### src/design/lfps_pkg.sv
// shared types, constants and codes for the line follow pulse steering unit
package lfps_pkg;

    localparam int SAMPLE_W   = 12;
    localparam int TIME_W     = 32;
    localparam int PULSE_W    = 16;
    localparam int SPEED_W    = 8;
    localparam int CFG_ADDR_W = 2;
    localparam int CFG_DATA_W = 16;

    localparam int QUEUE_DEPTH = 2;
    localparam int QUEUE_PTR_W = $clog2(QUEUE_DEPTH);
    localparam int QUEUE_CNT_W = $clog2(QUEUE_DEPTH + 1);

    typedef enum logic [CFG_ADDR_W-1:0] {
        REG_DETECT_LEVEL    = 2'd0,
        REG_PULSE_LENGTH_MS = 2'd1,
        REG_TURN_SPEED      = 2'd2,
        REG_STRAIGHT_SPEED  = 2'd3
    } cfg_reg_t;

    localparam logic [SAMPLE_W-1:0] THRESHOLD_RST  = 12'd2000;
    localparam logic [PULSE_W-1:0]  PULSE_LEN_RST  = 16'd100;
    localparam logic [SPEED_W-1:0]  TURN_SPD_RST   = 8'd150;
    localparam logic [SPEED_W-1:0]  STRAIGHT_SPD_RST = 8'd150;

    // detection pattern, left/middle/right
    localparam logic [2:0] PAT_NONE         = 3'b000;
    localparam logic [2:0] PAT_RIGHT        = 3'b001;
    localparam logic [2:0] PAT_CENTER       = 3'b010;
    localparam logic [2:0] PAT_CENTER_RIGHT = 3'b011;
    localparam logic [2:0] PAT_LEFT         = 3'b100;
    localparam logic [2:0] PAT_OUTER        = 3'b101;
    localparam logic [2:0] PAT_CENTER_LEFT  = 3'b110;
    localparam logic [2:0] PAT_ALL          = 3'b111;

    typedef enum logic [2:0] {
        ST_CENTER       = 3'd0,
        ST_LEFT         = 3'd1,
        ST_CENTER_LEFT  = 3'd2,
        ST_RIGHT        = 3'd3,
        ST_CENTER_RIGHT = 3'd4,
        ST_LOST_LEFT    = 3'd5,
        ST_LOST_RIGHT   = 3'd6,
        ST_LOST         = 3'd7
    } line_state_t;

    typedef enum logic [1:0] {
        CMD_FORWARD = 2'd0,
        CMD_LEFT    = 2'd1,
        CMD_RIGHT   = 2'd2,
        CMD_STOP    = 2'd3
    } drive_cmd_t;

    typedef struct packed {
        logic [PULSE_W-1:0] pulse_length_ms;
        logic [SPEED_W-1:0] turn_speed;
        logic [SPEED_W-1:0] straight_speed;
    } drive_cfg_t;

    typedef struct packed {
        logic [2:0]        pattern;
        logic [TIME_W-1:0] now_ms;
    } sample_t;

endpackage

### src/design/lfps_front.sv
// front stage: takes sensor transactions and thresholds them into a pattern
module lfps_front (
    input  logic                          aclk,
    input  logic                          aresetn,
    input  logic                          s_valid,
    output logic                          s_ready,
    input  logic [lfps_pkg::SAMPLE_W-1:0] s_sensor_left,
    input  logic [lfps_pkg::SAMPLE_W-1:0] s_sensor_middle,
    input  logic [lfps_pkg::SAMPLE_W-1:0] s_sensor_right,
    input  logic [lfps_pkg::TIME_W-1:0]   s_now_ms,
    input  logic [lfps_pkg::SAMPLE_W-1:0] detect_level,
    output logic                          out_valid,
    input  logic                          out_ready,
    output lfps_pkg::sample_t             out_data
);

    logic              valid_reg;
    logic              valid_next;
    lfps_pkg::sample_t data_reg;
    lfps_pkg::sample_t data_next;
    logic              take;

    assign s_ready   = !valid_reg || out_ready;
    assign take      = s_valid && s_ready;
    assign out_valid = valid_reg;
    assign out_data  = data_reg;

    always_comb begin
        valid_next = valid_reg;
        data_next  = data_reg;
        if (take) begin
            valid_next        = 1'b1;
            data_next.pattern = {s_sensor_left > detect_level,
                                 s_sensor_middle > detect_level,
                                 s_sensor_right > detect_level};
            data_next.now_ms  = s_now_ms;
        end else if (out_ready) begin
            valid_next = 1'b0;
        end
    end

    always_ff @(posedge aclk) begin
        if (!aresetn) begin
            valid_reg <= 1'b0;
        end else begin
            valid_reg <= valid_next;
        end
    end

    always_ff @(posedge aclk) begin
        data_reg <= data_next;
    end

endmodule

### src/design/lfps_queue.sv
// short fifo between the front and back stages
module lfps_queue (
    input  logic              aclk,
    input  logic              aresetn,
    input  logic              push_valid,
    output logic              push_ready,
    input  lfps_pkg::sample_t push_data,
    output logic              pop_valid,
    input  logic              pop_ready,
    output lfps_pkg::sample_t pop_data
);

    lfps_pkg::sample_t                    entry_reg [lfps_pkg::QUEUE_DEPTH];
    logic [lfps_pkg::QUEUE_PTR_W-1:0]     wr_ptr_reg;
    logic [lfps_pkg::QUEUE_PTR_W-1:0]     wr_ptr_next;
    logic [lfps_pkg::QUEUE_PTR_W-1:0]     rd_ptr_reg;
    logic [lfps_pkg::QUEUE_PTR_W-1:0]     rd_ptr_next;
    logic [lfps_pkg::QUEUE_CNT_W-1:0]     count_reg;
    logic [lfps_pkg::QUEUE_CNT_W-1:0]     count_next;
    logic                                 push;
    logic                                 pop;

    localparam logic [lfps_pkg::QUEUE_CNT_W-1:0] FULL_CNT =
        lfps_pkg::QUEUE_CNT_W'(lfps_pkg::QUEUE_DEPTH);
    localparam logic [lfps_pkg::QUEUE_PTR_W-1:0] LAST_PTR =
        lfps_pkg::QUEUE_PTR_W'(lfps_pkg::QUEUE_DEPTH - 1);

    assign push_ready = count_reg != FULL_CNT;
    assign pop_valid  = count_reg != '0;
    assign push       = push_valid && push_ready;
    assign pop        = pop_valid && pop_ready;
    assign pop_data   = entry_reg[rd_ptr_reg];

    always_comb begin
        wr_ptr_next = wr_ptr_reg;
        rd_ptr_next = rd_ptr_reg;
        count_next  = count_reg;
        if (push) begin
            wr_ptr_next = (wr_ptr_reg == LAST_PTR) ? '0 : wr_ptr_reg + 1'b1;
        end
        if (pop) begin
            rd_ptr_next = (rd_ptr_reg == LAST_PTR) ? '0 : rd_ptr_reg + 1'b1;
        end
        case ({push, pop})
            2'b10:   count_next = count_reg + 1'b1;
            2'b01:   count_next = count_reg - 1'b1;
            default: count_next = count_reg;
        endcase
    end

    always_ff @(posedge aclk) begin
        if (!aresetn) begin
            wr_ptr_reg <= '0;
            rd_ptr_reg <= '0;
            count_reg  <= '0;
        end else begin
            wr_ptr_reg <= wr_ptr_next;
            rd_ptr_reg <= rd_ptr_next;
            count_reg  <= count_next;
        end
    end

    always_ff @(posedge aclk) begin
        if (push) begin
            entry_reg[wr_ptr_reg] <= push_data;
        end
    end

endmodule

### src/design/lfps_back.sv
// back stage: resolves line state, times correction pulses, holds the result
module lfps_back (
    input  logic                         aclk,
    input  logic                         aresetn,
    input  lfps_pkg::drive_cfg_t         cfg,
    input  logic                         in_valid,
    output logic                         in_ready,
    input  lfps_pkg::sample_t            in_data,
    output logic                         m_valid,
    input  logic                         m_ready,
    output logic [1:0]                   m_drive_command,
    output logic [lfps_pkg::SPEED_W-1:0] m_drive_speed,
    output logic [2:0]                   m_line_state
);

    lfps_pkg::line_state_t          last_seen_reg;
    lfps_pkg::line_state_t          last_seen_next;
    logic                           running_reg;
    logic                           running_next;
    logic [lfps_pkg::TIME_W-1:0]    start_reg;
    logic [lfps_pkg::TIME_W-1:0]    start_next;
    logic                           m_valid_reg;
    logic                           m_valid_next;
    lfps_pkg::drive_cmd_t           cmd_reg;
    lfps_pkg::drive_cmd_t           cmd_next;
    logic [lfps_pkg::SPEED_W-1:0]   speed_reg;
    logic [lfps_pkg::SPEED_W-1:0]   speed_next;
    lfps_pkg::line_state_t          state_reg;
    lfps_pkg::line_state_t          state_next;
    lfps_pkg::line_state_t          st;
    logic [lfps_pkg::TIME_W-1:0]    eff_start;
    logic [lfps_pkg::TIME_W-1:0]    elapsed;
    logic                           turning;
    logic                           load;

    assign in_ready        = !m_valid_reg || m_ready;
    assign load            = in_valid && in_ready;
    assign m_valid         = m_valid_reg;
    assign m_drive_command = cmd_reg;
    assign m_drive_speed   = speed_reg;
    assign m_line_state    = state_reg;

    // classification, memory decides when no sensor or only the two outer sensors see the line
    always_comb begin
        unique case (in_data.pattern)
            lfps_pkg::PAT_LEFT:         st = lfps_pkg::ST_LEFT;
            lfps_pkg::PAT_CENTER:       st = lfps_pkg::ST_CENTER;
            lfps_pkg::PAT_RIGHT:        st = lfps_pkg::ST_RIGHT;
            lfps_pkg::PAT_CENTER_LEFT:  st = lfps_pkg::ST_CENTER_LEFT;
            lfps_pkg::PAT_CENTER_RIGHT: st = lfps_pkg::ST_CENTER_RIGHT;
            lfps_pkg::PAT_ALL:          st = lfps_pkg::ST_LOST;
            lfps_pkg::PAT_NONE, lfps_pkg::PAT_OUTER: begin
                unique case (last_seen_reg) inside
                    lfps_pkg::ST_LEFT, lfps_pkg::ST_CENTER_LEFT:
                        st = lfps_pkg::ST_LOST_LEFT;
                    lfps_pkg::ST_RIGHT, lfps_pkg::ST_CENTER_RIGHT:
                        st = lfps_pkg::ST_LOST_RIGHT;
                    default:
                        st = lfps_pkg::ST_LOST;
                endcase
            end
            default:                    st = lfps_pkg::ST_LOST;
        endcase
    end

    assign eff_start = running_reg ? start_reg : in_data.now_ms;
    assign elapsed   = in_data.now_ms - eff_start;
    assign turning   = elapsed < {{(lfps_pkg::TIME_W - lfps_pkg::PULSE_W){1'b0}},
                                  cfg.pulse_length_ms};

    always_comb begin
        last_seen_next = last_seen_reg;
        running_next   = running_reg;
        start_next     = start_reg;
        m_valid_next   = m_valid_reg;
        cmd_next       = cmd_reg;
        speed_next     = speed_reg;
        state_next     = state_reg;
        if (load) begin
            m_valid_next = 1'b1;
            state_next   = st;
            if (st != lfps_pkg::ST_LOST_LEFT && st != lfps_pkg::ST_LOST_RIGHT &&
                st != lfps_pkg::ST_LOST) begin
                last_seen_next = st;
            end
            unique case (st) inside
                lfps_pkg::ST_CENTER: begin
                    running_next = 1'b0;
                    cmd_next     = lfps_pkg::CMD_FORWARD;
                    speed_next   = cfg.straight_speed;
                end
                lfps_pkg::ST_LOST: begin
                    running_next = 1'b0;
                    cmd_next     = lfps_pkg::CMD_STOP;
                    speed_next   = '0;
                end
                lfps_pkg::ST_LOST_LEFT: begin
                    running_next = 1'b0;
                    cmd_next     = lfps_pkg::CMD_LEFT;
                    speed_next   = cfg.turn_speed;
                end
                lfps_pkg::ST_LOST_RIGHT: begin
                    running_next = 1'b0;
                    cmd_next     = lfps_pkg::CMD_RIGHT;
                    speed_next   = cfg.turn_speed;
                end
                default: begin
                    start_next = eff_start;
                    if (turning) begin
                        running_next = 1'b1;
                        cmd_next     = (st == lfps_pkg::ST_LEFT ||
                                        st == lfps_pkg::ST_CENTER_LEFT) ?
                                       lfps_pkg::CMD_LEFT : lfps_pkg::CMD_RIGHT;
                        speed_next   = cfg.turn_speed;
                    end else begin
                        running_next = 1'b0;
                        cmd_next     = lfps_pkg::CMD_FORWARD;
                        speed_next   = cfg.straight_speed;
                    end
                end
            endcase
        end else if (m_ready) begin
            m_valid_next = 1'b0;
        end
    end

    always_ff @(posedge aclk) begin
        if (!aresetn) begin
            last_seen_reg <= lfps_pkg::ST_LOST;
            running_reg   <= 1'b0;
            start_reg     <= '0;
            m_valid_reg   <= 1'b0;
        end else begin
            last_seen_reg <= last_seen_next;
            running_reg   <= running_next;
            start_reg     <= start_next;
            m_valid_reg   <= m_valid_next;
        end
    end

    always_ff @(posedge aclk) begin
        cmd_reg   <= cmd_next;
        speed_reg <= speed_next;
        state_reg <= state_next;
    end

    a_stop_means_lost: assert property (@(posedge aclk) disable iff (!aresetn)
        m_valid_reg && cmd_reg == lfps_pkg::CMD_STOP |->
            speed_reg == '0 && state_reg == lfps_pkg::ST_LOST)
        else $error("stop issued without lost state or with nonzero speed");

    a_center_forward: assert property (@(posedge aclk) disable iff (!aresetn)
        m_valid_reg && state_reg == lfps_pkg::ST_CENTER |->
            cmd_reg == lfps_pkg::CMD_FORWARD)
        else $error("center state did not drive forward");

    a_pulse_cleared: assert property (@(posedge aclk) disable iff (!aresetn)
        load && (st == lfps_pkg::ST_CENTER || st == lfps_pkg::ST_LOST ||
                 st == lfps_pkg::ST_LOST_LEFT || st == lfps_pkg::ST_LOST_RIGHT)
        |=> !running_reg)
        else $error("pulse still running after center or lost state");

    a_memory_kept: assert property (@(posedge aclk) disable iff (!aresetn)
        load && (st == lfps_pkg::ST_LOST || st == lfps_pkg::ST_LOST_LEFT ||
                 st == lfps_pkg::ST_LOST_RIGHT) |=> $stable(last_seen_reg))
        else $error("last seen side changed on a lost state");

endmodule

### src/design/line_follow_pulse_steering_unit.sv
// top level of the line follow pulse steering unit
//
//  channel  direction  handshake          payload
//  s_       in         s_valid/s_ready    sensor_left, sensor_middle, sensor_right, now_ms
//  m_       out        m_valid/m_ready    drive_command, drive_speed, line_state
//  cfg_     in         cfg_wr_en          cfg_addr, cfg_wdata
//
// one transaction per cycle sustained while m_ready stays high; a transaction passes from s_ to m_
// through the threshold register, the queue entry and the result register
// the back stage holds pulse and last-seen state and updates it once per transaction
// a two-entry queue lets the front keep taking transactions while m_ready is low
// reset clears control and restores the register defaults, no clearing pass
module line_follow_pulse_steering_unit (
    input  logic                            aclk,
    input  logic                            aresetn,
    input  logic                            s_valid,
    output logic                            s_ready,
    input  logic [lfps_pkg::SAMPLE_W-1:0]   s_sensor_left,
    input  logic [lfps_pkg::SAMPLE_W-1:0]   s_sensor_middle,
    input  logic [lfps_pkg::SAMPLE_W-1:0]   s_sensor_right,
    input  logic [lfps_pkg::TIME_W-1:0]     s_now_ms,
    output logic                            m_valid,
    input  logic                            m_ready,
    output logic [1:0]                      m_drive_command,
    output logic [lfps_pkg::SPEED_W-1:0]    m_drive_speed,
    output logic [2:0]                      m_line_state,
    input  logic                            cfg_wr_en,
    input  logic [lfps_pkg::CFG_ADDR_W-1:0] cfg_addr,
    input  logic [lfps_pkg::CFG_DATA_W-1:0] cfg_wdata
);

    logic [lfps_pkg::SAMPLE_W-1:0] threshold_reg;
    logic [lfps_pkg::SAMPLE_W-1:0] threshold_next;
    lfps_pkg::drive_cfg_t          drive_cfg_reg;
    lfps_pkg::drive_cfg_t          drive_cfg_next;

    logic              fq_valid;
    logic              fq_ready;
    lfps_pkg::sample_t fq_data;
    logic              qb_valid;
    logic              qb_ready;
    lfps_pkg::sample_t qb_data;

    always_comb begin
        threshold_next = threshold_reg;
        drive_cfg_next = drive_cfg_reg;
        if (cfg_wr_en) begin
            unique case (lfps_pkg::cfg_reg_t'(cfg_addr))
                lfps_pkg::REG_DETECT_LEVEL:
                    threshold_next = cfg_wdata[lfps_pkg::SAMPLE_W-1:0];
                lfps_pkg::REG_PULSE_LENGTH_MS:
                    drive_cfg_next.pulse_length_ms = cfg_wdata[lfps_pkg::PULSE_W-1:0];
                lfps_pkg::REG_TURN_SPEED:
                    drive_cfg_next.turn_speed = cfg_wdata[lfps_pkg::SPEED_W-1:0];
                lfps_pkg::REG_STRAIGHT_SPEED:
                    drive_cfg_next.straight_speed = cfg_wdata[lfps_pkg::SPEED_W-1:0];
                default: ;
            endcase
        end
    end

    always_ff @(posedge aclk) begin
        if (!aresetn) begin
            threshold_reg                 <= lfps_pkg::THRESHOLD_RST;
            drive_cfg_reg.pulse_length_ms <= lfps_pkg::PULSE_LEN_RST;
            drive_cfg_reg.turn_speed      <= lfps_pkg::TURN_SPD_RST;
            drive_cfg_reg.straight_speed  <= lfps_pkg::STRAIGHT_SPD_RST;
        end else begin
            threshold_reg <= threshold_next;
            drive_cfg_reg <= drive_cfg_next;
        end
    end

    lfps_front u_front (
        .aclk            (aclk),
        .aresetn         (aresetn),
        .s_valid         (s_valid),
        .s_ready         (s_ready),
        .s_sensor_left   (s_sensor_left),
        .s_sensor_middle (s_sensor_middle),
        .s_sensor_right  (s_sensor_right),
        .s_now_ms        (s_now_ms),
        .detect_level    (threshold_reg),
        .out_valid       (fq_valid),
        .out_ready       (fq_ready),
        .out_data        (fq_data)
    );

    lfps_queue u_queue (
        .aclk       (aclk),
        .aresetn    (aresetn),
        .push_valid (fq_valid),
        .push_ready (fq_ready),
        .push_data  (fq_data),
        .pop_valid  (qb_valid),
        .pop_ready  (qb_ready),
        .pop_data   (qb_data)
    );

    lfps_back u_back (
        .aclk            (aclk),
        .aresetn         (aresetn),
        .cfg             (drive_cfg_reg),
        .in_valid        (qb_valid),
        .in_ready        (qb_ready),
        .in_data         (qb_data),
        .m_valid         (m_valid),
        .m_ready         (m_ready),
        .m_drive_command (m_drive_command),
        .m_drive_speed   (m_drive_speed),
        .m_line_state    (m_line_state)
    );

endmodule

### config.mk
export PLATFORM = sky130hd
export DESIGN_NAME = line_follow_pulse_steering_unit
export DESIGN_NICKNAME = d
export VERILOG_FILES = /design/src/design/lfps_pkg.sv /design/src/design/lfps_front.sv /design/src/design/lfps_queue.sv /design/src/design/lfps_back.sv /design/src/design/line_follow_pulse_steering_unit.sv
export SDC_FILE = /design/constraint.sdc
export NUM_CORES = 1
export LEC_CHECK = 0
export ABC_AREA = 1
export BUFFER_PORTS_ARGS = -buffer_cell sky130_fd_sc_hd__buf_2
export CAP_MARGIN = 15
export CORE_MARGIN = 3
export CORE_UTILIZATION = 50
export CTS_BUF_LIST = sky130_fd_sc_hd__clkbuf_8 sky130_fd_sc_hd__clkbuf_16
export CTS_CLUSTER_SIZE = 30
export DETAILED_ROUTE_END_ITERATION = 6
export GPL_TIMING_DRIVEN = 0
export HOLD_SLACK_MARGIN = 0.03
export MAX_ROUTING_LAYER = met4
export PLACE_DENSITY = 0.69
export SETUP_SLACK_MARGIN = 0.2
export SLEW_MARGIN = 20
export SYNTH_ARGS = -nofsm -noshare
export SYNTH_HDL_FRONTEND = slang
export SYNTH_SLANG_ARGS = --single-unit
### constraint.sdc
create_clock -name aclk -period 6.8 [get_ports aclk]
set_clock_uncertainty 0.05 [all_clocks]
set_input_delay 0.34 -clock aclk [delete_from_list [all_inputs] [get_ports aclk]]
set_output_delay 0.34 -clock aclk [all_outputs]
set_load 0.03 [all_outputs]
# Word level (Yosys, flattened, before mapping)
# Memories as Yosys holds them, arrays and structs flattened. A register that Yosys moved wholly into a read port is not among the register bits.
# Index checks and enable logic that the tools add are counted.
dict set report op_classes {
  n_bitwise 1
  shifts 0
  reduce_logical 28
  n_lt_le_gt_ge 4
  mul 0
  muxes 21
  n_eq_ne 25
  n_addsub 5
  div 0
}
# cell n
set ops {}
lappend ops {{$gt A12 B12 Y1} 3}
lappend ops {{$lt A32 B16 Y1} 1}
lappend ops {{$mux W32} 1}
lappend ops {{$sub A32 B32 Y32} 1}
lappend ops {{$eq A3 B3 Y1 const B} 8}
lappend ops {{$pmux W8 S3} 1}
lappend ops {{$pmux W3 S7} 1}
lappend ops {{$eq A3 B2 Y1 const B} 5}
lappend ops {{$mux W1} 12}
lappend ops {{$reduce_and A2 Y1} 6}
lappend ops {{$eq A3 B1 Y1 const B} 3}
lappend ops {{$ne A3 B3 Y1 const B} 3}
lappend ops {{$mux W8} 1}
lappend ops {{$pmux W2 S2} 2}
lappend ops {{$pmux W2 S4} 1}
lappend ops {{$reduce_bool A2 Y1} 4}
lappend ops {{$reduce_or A2 Y1} 4}
lappend ops {{$eq A2 B2 Y1 const B} 3}
lappend ops {{$logic_not A3 Y1} 2}
lappend ops {{$logic_and A1 B1 Y1} 5}
lappend ops {{$eq A2 B1 Y1 const B} 2}
lappend ops {{$mux W2} 2}
lappend ops {{$reduce_or A4 Y1} 1}
lappend ops {{$logic_or A1 B1 Y1} 3}
lappend ops {{7 further kinds} 9}
dict set report totals {
  output_inout_bits 15
  ramBits 70
  word_cells 102
  n_memories 1
  latch_bits 0
  romBits 0
  input_bits 91
  ff_bits 134
}
# memory words width read_ports rd_clocked_by_memory_dff write_ports line_no
set memory_table {}
lappend memory_table {u_queue.entry_reg 2 35 1 1 1 lfps_queue.sv:13} ;# lfps_pkg::sample_t entry_reg [lfps_pkg::QUEUE_DEPTH];

# Logic depth before layout (Yosys ltp)
dict set report depth {
  depth_word 9
  mapped_depth 32
  ltp_nobuf 30
}

# Cells and area by module
# Synthesis repeated with hierarchy kept, for this count alone.
dict set report hier_totals {
  hier_cells 1473
  hier_area_um2 12197.9
}
# mod area_per_inst_um2 seq_area_each_um2 instances cells_each
set modules_own_cells {}
lappend modules_own_cells {lfps_back 5441.5 1131.1 1 880}
lappend modules_own_cells {lfps_queue 2920.3 2202.1 1 145}
lappend modules_own_cells {lfps_front 2069.5 1071.0 1 193}
lappend modules_own_cells {line_follow_pulse_steering_unit 1766.7 880.8 1 255}

# Worst setup path before layout
# Ideal clock, no wire load.
dict set report synth_path {
  path_type {register to register}
  start {register (tool-made name)}
  end {register u_back.speed_reg, in the netlist u_back.m_drive_speed[1], data pin}
  required_ns 6.498
  setup_ns 0.252
  synth_period_minus_slack_ns 3.959
  t_arrival_ns 3.657
  slack_ns 2.841
  path_stages_with_launch 33
  path_buffers 3
  cell_sequence {dfxtp_1 -> buf_4 -> inv_2 -> clkbuf_1 -> clkbuf_1 -> nand2_1 -> nand2_1 -> o21ai_0 -> ha_1 -> nand2_2 -> inv_1 -> nand2_1 -> nand2_1 -> inv_1 -> nand2_1 -> inv_1 -> nand2_2 -> xor2_1 -> ha_1 -> a21oi_1 -> nor2_1 -> a211oi_1 -> nand2_1 -> nor2_1 -> nand2_1 -> nor2_2 -> nand3_2 -> nor2_4 -> nand2_1 -> nand2_2 -> nand2_4 -> nand2_1 -> nand2_1}
}
# element line_no
set synth_lines {}
lappend synth_lines {{end signal, assigned} lfps_back.sv:143} ;# speed_reg <= speed_next;
lappend synth_lines {{end, declared} lfps_back.sv:26} ;# logic [lfps_pkg::SPEED_W-1:0] speed_reg;

==> results.json <==
{
  "outcome": "finished clean",
  "via_count": 9636,
  "top_signal_layer_used": "met4",
  "timing.setup.tns_ps": 0,
  "rr_worst_depth": 30,
  "gr-usage-all-layers": 0.2274,
  "worstMarginPinSlew_ps": 1013,
  "crit_top_cell": "nand2_1",
  "critical_path.max_stage_delay_ps": 470,
  "largest_reg_flops": 70,
  "drc": 0,
  "dr_wl_met2_um": 12760,
  "maxCapViolCount": 0,
  "path_clk_slew_ps": 60,
  "syn_avg_cell_area_um2": 7.873,
  "cp-start-kind": "flip-flop",
  "drt-initial-drc-count": 574,
  "synthCells": 1461,
  "synth_ff_type": "edfxtp_1",
  "gp_congestion": 0.9650,
  "yosysUniqueCellTypes": 44,
  "rows": 54,
  "cts_resized": 0,
  "r2r_end": "u_back.m_drive_speed[1]",
  "drive_gt1_frac": 0.1318,
  "grt_max_degree": 36,
  "avgViaCountPerCell": 5.021,
  "layout_commonest_cell": "nand2_1",
  "grt-ovfl-total": 0,
  "port_buffers": 104,
  "clk_path_buf_depth": 3,
  "clock-sinks": 205,
  "holdBufCountCts": 32,
  "timing.fmax_ghz": 0.2030,
  "cp_top_family": "simple AND/OR/NAND/NOR gates",
  "worstPathArrival_ps": 5140,
  "core_area_um2": 22230,
  "start_util": 0.5174,
  "endpoint_kind": "flip-flop",
  "antenna_found_initial": 0,
  "clock_latency_ps": 520,
  "design.die.area_um2": 24860,
  "path_buf_inv": 5,
  "hold_path_class": "in2reg",
  "totalWireLength_um": 27610,
  "finalSetupViolCount": 0,
  "cts_root_buf": "clkbuf_16",
  "max_slew_margin": 0.3196,
  "ioPinCount": 106,
  "wl_met3_um": 1226,
  "worst-path-max-fanout": 10,
  "grt_pass1_wl_um": 44090,
  "ys_ff_latch": 205,
  "cts_tree": "built",
  "fp.dieH_um": 157.7,
  "rsz0062_at_grt": "no",
  "synth_nets": 1636,
  "synth_edf_count": 118,
  "hp-start": "cfg_wdata[9]",
  "synth_area_um2": 11500,
  "drt-pass1-iter-count": 5,
  "reg2reg_slack_ps": 1870,
  "place_hpwl_um": 21180,
  "placed_cells": 1847,
  "mostFrequentLayoutCells": "496 x nand2_1, 202 x inv_1, 118 x edfxtp_1, 107 x buf_2, 102 x a21oi_1",
  "critical_path_class": "reg2reg",
  "wl_met1_um": 13170,
  "postCtsSetupBuffers": 0,
  "hold_violations": 0,
  "fin_nets": 1798,
  "finalCritPeriodShare": 0.7245,
  "area_growth_pct": 17.71,
  "stdcell_count": 1919,
  "async_flop_share": 0,
  "grt_pass1_vias": 9050,
  "num_antenna_cells": 0,
  "wl_per_cell_um": 14.39,
  "period_minus_slack_ps": 4927,
  "ys_seq_area_frac": 0.4595,
  "htreeDepth": 1,
  "worstHoldEndpoint": "threshold_reg[9]",
  "numCtsBuffers": 22,
  "final_max_slew_viol_count": 0,
  "required_ps": 7020,
  "antenna_left": 0,
  "die_x_um": 157.7,
  "ys_warn_count": 0,
  "worst_hold_path.num_cells": 3,
  "cp_slowest_cell": "ha_1"
}
==> layout make-up <==
cell class              count  area [um^2]
plain buffers              33        135.1
clock buffers              22        550.5
clock inverters            18        214.0
fillers                  1937         8690
inverters                 221        829.5
multi-input cells        1002         5279
flip-flops and latches    205         5285
well taps                 280        350.3
repair buffers            138        895.9
==> worst register-to-register path, delay by kind of cell, from the launching register on <==
| kind | cells | cell delay, ps |
|---|---|---|
| XOR/XNOR | 1 | 200 |
| AND/OR/NAND/NOR | 19 | 1810 |
| adder cells (fa/ha/maj) | 2 | 750 |
| AO/OA/AOI/OAI | 3 | 450 |
| flip-flops | 1 | 300 |
| buffers and inverters | 5 | 1110 |
==> worst max path at each step <==
stage | slack (ps) | end | cells after the start | from
after floorplan | 2840 | u_back.m_drive_speed[1] | 32 | flip-flop
after global placement | 1900 | u_back.m_drive_speed[1] | 30 | flip-flop
after detailed placement | 1890 | u_back.m_drive_speed[7] | 30 | flip-flop
after CTS | 1850 | u_back.m_drive_speed[7] | 30 | flip-flop
after global routing | 1310 | u_back.m_drive_speed[4] | 30 | flip-flop
final | 1870 | u_back.m_drive_speed[1] | 30 | flip-flop
==> metal layers <==
| metal | global-route usage | vias up |
|---|---|---|
| met5 | - | - |
| li1 | - | 5021 |
| met1 | 0.3080 | 4389 |
| met3 | 0.02952 | 37 |
| met4 | 0.03884 | 0 |
| met2 | 0.3737 | 189 |
==> cells in the mapped netlist, types with 5 or more instances <==
cell	count	area, um^2
edfxtp_1	118	3543
inv_2	18	67.56
nand4_1	14	87.58
ha_1	83	1039
o21ai_0	73	365.4
nor2_1	85	319.1
inv_1	202	758.2
o211ai_1	14	105.1
a21oi_1	103	515.5
nor2_4	5	56.30
clkbuf_1	26	97.59
nand3_1	41	205.2
nand2_1	496	1862
nand2_2	11	68.82
xor2_1	14	122.6
and2_1	9	56.30
nor2_2	11	68.82
dfxtp_1	87	1742
==> stage by stage <==
step           hold WS [ps]    util  worst slack, ps  area (um^2)
2_1_floorplan         371.5       -             2841        11500
3_3_place_gp          373.3  0.5566             1899        12370
3_5_place_dp          380.4  0.5603             1888        12450
4_1_cts               43.11  0.6091             1847        13540
5_1_grt               52.08  0.6091             1307        13540
6_report              49.77  0.6091             1873        13540
==> logic make-up after synthesis <==
family,count (synthesis),synth area share
buffers and inverters,254,0.08387
AO/OA/AOI/OAI,208,0.09768
adder cells (fa/ha/maj),84,0.09203
XOR/XNOR,15,0.01142
AND/OR/NAND/NOR,693,0.2535
multiplexers,2,0.002067
flip-flops,205,0.4595
Power is left out: the tool's default activity adds up to more than one toggle a clock period on the data nets, which glitch-free logic cannot reach.
